<file path="config.mk">
export PLATFORM = sky130hd
export DESIGN_NAME = pfn_isqrt
export DESIGN_NICKNAME = d
export VERILOG_FILES = /design/src/hdl/pfn_pkg.sv /design/src/hdl/pfn_isqrt.sv
export SDC_FILE = /design/constraint.sdc
export NUM_CORES = 1
export LEC_CHECK = 0
export ABC_CLOCK_PERIOD_IN_PS = 12770
export BUFFER_PORTS_ARGS = -buffer_cell sky130_fd_sc_hd__buf_2
export CELL_PAD_IN_SITES_DETAIL_PLACEMENT = 1
export CELL_PAD_IN_SITES_GLOBAL_PLACEMENT = 2
export CORE_ASPECT_RATIO = 1.2
export CORE_MARGIN = 4
export CORE_UTILIZATION = 41
export DETAILED_ROUTE_END_ITERATION = 7
export MAX_ROUTING_LAYER = met4
export PLACE_DENSITY = 0.86
export RECOVER_POWER = 25
export SKIP_CTS_REPAIR_TIMING = 1
export SYNTH_ARGS = -nofsm -noshare
export SYNTH_HDL_FRONTEND = slang
export SYNTH_SLANG_ARGS = --single-unit
</file>
<file path="constraint.sdc">
create_clock -name clk -period 12.77 [get_ports clk]
set_input_delay 2.554 -clock clk [delete_from_list [all_inputs] [get_ports clk]]
set_output_delay 2.554 -clock clk [all_outputs]
set_load 0.02 [all_outputs]
</file>
<file path="src/hdl/pfn_pkg.sv">
`default_nettype none
package pfn_pkg;

  // Sum of three squared 30-bit magnitudes stays below 2^62
  localparam int SUM_W  = 62;
  localparam int ROOT_W = 31;

  // Output normal component, signed Q1.14 style word
  localparam int NORMAL_W = 16;
  localparam logic [NORMAL_W-1:0] NORMAL_MAX = 16'h7FFF;

  // Request into the square root unit
  typedef struct packed {
    logic             start;
    logic [SUM_W-1:0] radicand;
  } sqrt_req_t;

endpackage
`default_nettype wire

</file>
<file path="src/hdl/pfn_isqrt.sv">
`default_nettype none
module pfn_isqrt (
  input  wire logic                      clk,
  input  wire logic                      rst,
  input  wire pfn_pkg::sqrt_req_t        req,
  output logic                           done,
  output logic [pfn_pkg::ROOT_W-1:0]     root
);

  logic                      busy;
  logic [pfn_pkg::SUM_W-1:0] s;
  logic [pfn_pkg::SUM_W-1:0] res;
  logic [pfn_pkg::SUM_W-1:0] bitr;
  logic [pfn_pkg::SUM_W-1:0] trial;

  // Trial subtrahend for this digit
  assign trial = res + bitr;
  assign root  = res[pfn_pkg::ROOT_W-1:0];

  // Control: one result digit per cycle, done pulses once
  always_ff @(posedge clk) begin
    if (rst) begin
      busy <= 1'b0;
      done <= 1'b0;
    end else begin
      done <= 1'b0;
      if (req.start) begin
        busy <= 1'b1;
      end else if (busy && bitr[0]) begin
        busy <= 1'b0;
        done <= 1'b1;
      end
    end
  end

  // Datapath: restoring square root, two radicand bits per step
  always_ff @(posedge clk) begin
    if (req.start) begin
      s    <= req.radicand;
      res  <= '0;
      bitr <= pfn_pkg::SUM_W'(1) << (pfn_pkg::SUM_W - 2);
    end else if (busy) begin
      if (s >= trial) begin
        s   <= s - trial;
        res <= (res >> 1) + bitr;
      end else begin
        res <= res >> 1;
      end
      bitr <= bitr >> 2;
    end
  end

endmodule
`default_nettype wire

</file>
==> metrics.sh <==
OUTCOME='finished, violations left'
VIOLATIONS_IN_THE_FINAL_REPORTS='capacitance limit, slew limit'
ANTENNA_CELLS_INSERTED=0
FMAXACHIEVABLE_GHz=0.129
SYNTH_CELL_TYPES=83
CTSROOTBUFFERMASTER='sky130_fd_sc_hd__clkbuf_16'
SYNTH.CELLS.MOST_FREQUENT='sky130_fd_sc_hd__nand2_1, sky130_fd_sc_hd__nor2_1, sky130_fd_sc_hd__o21ai_0, sky130_fd_sc_hd__ha_1, sky130_fd_sc_hd__a21oi_1'
GRT_USE_MET2_PCT=45.6
TOTAL_POWER_mW=2.72
NETLIST_INSTANCES=1821
IO_BUFFER_COUNT=96
DIE-WIDTH_UM=180
TRITONCTS='done'
SYNTH_EDF_COUNT=62
VIA_COUNT=13647
YS_WARN_COUNT=0
GRT_USE_TOTAL_PCT=25.6
GRT_PASS1_VIAS=14151
GR-USAGE-MET3_PCT=3.14
INITIAL_CORE_UTIL_PCT=41.6
DRT_FIRST_PASS_ITERS=5
SYNTH.MOST_COMMON_CELL='sky130_fd_sc_hd__nand2_1'
GRT_ANTENNA_BEFORE_REPAIR=0
YS_FF_LATCH=157
CORE_AREA_UM2=35000
DPL.HPWL_UM=38300
SYNTH_FLOP_CELL='sky130_fd_sc_hd__dfxtp_1'
DESIGN.FINAL.NETS=1996
FINALSETUPVIOLATIONS=0
SYNTH_TOP_CELLS_BY_AREA='sky130_fd_sc_hd__dfxtp_1, sky130_fd_sc_hd__edfxtp_1, sky130_fd_sc_hd__ha_1'
SYN_TO_FINAL_GROWTH_PCT=6.63
MET1_USAGE_PCT=28.7
TIMING.FINAL.HOLD_VIOLATIONS=0
CP.REQUIRED_NS=13.05
TIMING.MAX_SLEW.REL_SLACK_PCT=-173
CTS-BUFFERS-INSERTED=17
DRV.MAX_CAP_VIOLATION_COUNT=3
FILLER_CELL_COUNT=4313
DR_DRC_COUNT=0
CRITICAL_PATH_ARRIVAL_NS=8.05
TIMING_MAX_TRANSITION_VIOLATIONS_FINAL=207
PERIOD_SHARE_PCT=60.9
DRIVE_GT1_SHARE_PCT=8.81
CLOCK_SINKS=157
CELL_AREA_AFTER_SYNTHESIS_UM2=14600
VDD_DROP_MAX_uV=102
IO_PINS=97
GRT_SETUP_UNREPAIRED='no'
GRT_PASS1_WL_UM=77800
CTS_BUFFER_DEPTH=2
DETAIL-ROUTE-ANTENNA-NETS=0
DIE_AREA_UM2=38600
FINISH.UTILIZATION_PCT=44.3
GRT_START_MAX_NET_PINS=98
CRIT_FANOUT=92
SYNTH.LARGEST_AREA_CELL='sky130_fd_sc_hd__dfxtp_1'
YOSYSSEQAREASHARE_PCT=25.9
GR-TOTAL-OVERFLOW=0
DIE_H_UM=214
WORSTHOLDPATHTYPE='reg -> reg'
STARTPOINT_TYPE='primary input'
ENDPOINT_KIND='flop'
ROUTED_WIRELENGTH_UM=49300
CLOCK_TREE.HTREE_LEVEL_COUNT=4
FINAL.SETUP_SKEW_NS=0.0131
SYNTH_AREA_PER_CELL_UM2=7.99
STD_CELL_ROWS=75
LAYOUT_MIN_CYCLE_TIME_NS=7.77
CTS.REPORTEDPATHS.CLKPINSLEW_NS=0.08
ASYNCSETRESETFLOPFRACSYNTH_PCT=0
WORSTSKEWPAIRLATENCY_NS=0.47
GP_ROUTABILITY_CONGESTION=0.912
POSTSYNTHNETCOUNT=2013
SYNTH_LARGEST_TYPE_AREA_FRACTION_PCT=13.1
LEAKAGE_nW=5.92
WORST-SLEW-PIN-TRANSITION_NS=4.09
WL_PER_CELL_UM=21.6
FIN_TNS_SETUP_NS=0
GRT-BUSIEST-LAYER='met2'
CRITICALPATHCATEGORY='in -> reg'
DETAIL_ROUTE.VIAS_PER_CELL=5.99
POWER.DENSITY_nW_PER_UM2=175
INITIALDRTVIOLATIONCOUNT=669
## cell type report
type	instances	area, um^2	share of cell area, %
clock buffer	17	425	2.74
inverter	27	101	0.653
sequential	157	3770	24.3
tap	462	578	3.73
clock inverter	15	130	0.839
timing repair buffer	104	500	3.23
multi-input combinational	1497	10000	64.5
## cells by family (layout without fill, tap and decap cells)
family | after synthesis | in the layout | synth area share (%)
AOI/OAI and AO/OA | 589 | 589 | 27.2
and+or+nand+nor | 583 | 583 | 18.3
buffers and inverters | 167 | 163 | 5.40
DFF | 157 | 157 | 25.9
xor gates and xnor gates | 154 | 154 | 9.27
adders and majority gates | 127 | 127 | 11.0
muxes | 44 | 44 | 3.09
## metrics by stage
stage | setup WS, ns | cell area (um^2) | hold slack, ns | cells
CTS | 5.13 | 15600 | 0.541 | 2279
floorplan | 4.59 | 14600 | 0.468 | 1821
global placement | 5.32 | 15000 | 0.508 | 2247
finish | 5.00 | 15500 | 0.538 | 2279
detailed placement | 5.20 | 15000 | 0.528 | 2247
global route | 4.27 | 15500 | 0.579 | 2279
## routing by layer
layer  up-vias  part of all wire, %
met2       257                   52
met4         0                  4.3
met3       107                  2.8
li1       6652                    -
met5         -                    0
met1      6631                   41
## sequential cells by signal, indices dropped and copies added, names as in the netlist
register	cells
bitr	31
done	1
res	62
s	62
busy	1
## cells in the final DEF (no fill, tap or decap), types with 14 or more instances in the layout
cell type | netlist | layout
sky130_fd_sc_hd__a211oi_1 | 37 | 37
sky130_fd_sc_hd__nor2b_1 | 26 | 26
sky130_fd_sc_hd__xnor2_1 | 81 | 81
sky130_fd_sc_hd__o21bai_1 | 26 | 25
sky130_fd_sc_hd__mux2i_1 | 37 | 37
sky130_fd_sc_hd__o21ai_0 | 137 | 137
sky130_fd_sc_hd__a31oi_1 | 64 | 64
sky130_fd_sc_hd__dfxtp_1 | 95 | 94
sky130_fd_sc_hd__clkbuf_16 | 0 | 17
sky130_fd_sc_hd__a21oi_1 | 105 | 105
sky130_fd_sc_hd__nor2_1 | 176 | 176
sky130_fd_sc_hd__nand3_1 | 43 | 43
sky130_fd_sc_hd__o31ai_1 | 22 | 22
sky130_fd_sc_hd__inv_1 | 27 | 27
sky130_fd_sc_hd__nand2_1 | 192 | 192
sky130_fd_sc_hd__a21o_1 | 58 | 58
sky130_fd_sc_hd__and3_1 | 15 | 15
sky130_fd_sc_hd__clkbuf_1 | 83 | 28
sky130_fd_sc_hd__nand2b_1 | 19 | 19
sky130_fd_sc_hd__buf_2 | 15 | 70
sky130_fd_sc_hd__nand4_1 | 42 | 42
sky130_fd_sc_hd__o21a_1 | 14 | 14
sky130_fd_sc_hd__nor3_1 | 24 | 24
sky130_fd_sc_hd__ha_1 | 126 | 126
sky130_fd_sc_hd__xor2_1 | 73 | 73
sky130_fd_sc_hd__edfxtp_1 | 62 | 62
## worst paths after layout
| check | cells after the start | slack, ns | from | end |
|---|---|---|---|---|
| max | 4 | 5.00 | req[62] | s[0] |
| min | 2 | 0.54 | res[0] | res[0] |
| max reg2reg | 23 | 5.16 | bitr[0] | s[55] |
| min reg2reg | 2 | 0.54 | res[0] | res[0] |
## power breakdown
part	total, mW	internal [mW]	switching [mW]
clock	0.504	0.254	0.249
sequential	0.750	0.659	0.0904
combinational	1.47	0.548	0.917
total	2.72	1.46	1.26
## critical path, cell delays in order
cell and delay, ns:
sky130_fd_sc_hd__clkbuf_1 2.76, sky130_fd_sc_hd__clkbuf_1 1.84, sky130_fd_sc_hd__nand2_1 0.51, sky130_fd_sc_hd__o21ai_0 0.22
No activity file was read; power rests on OpenSTA's default activity.
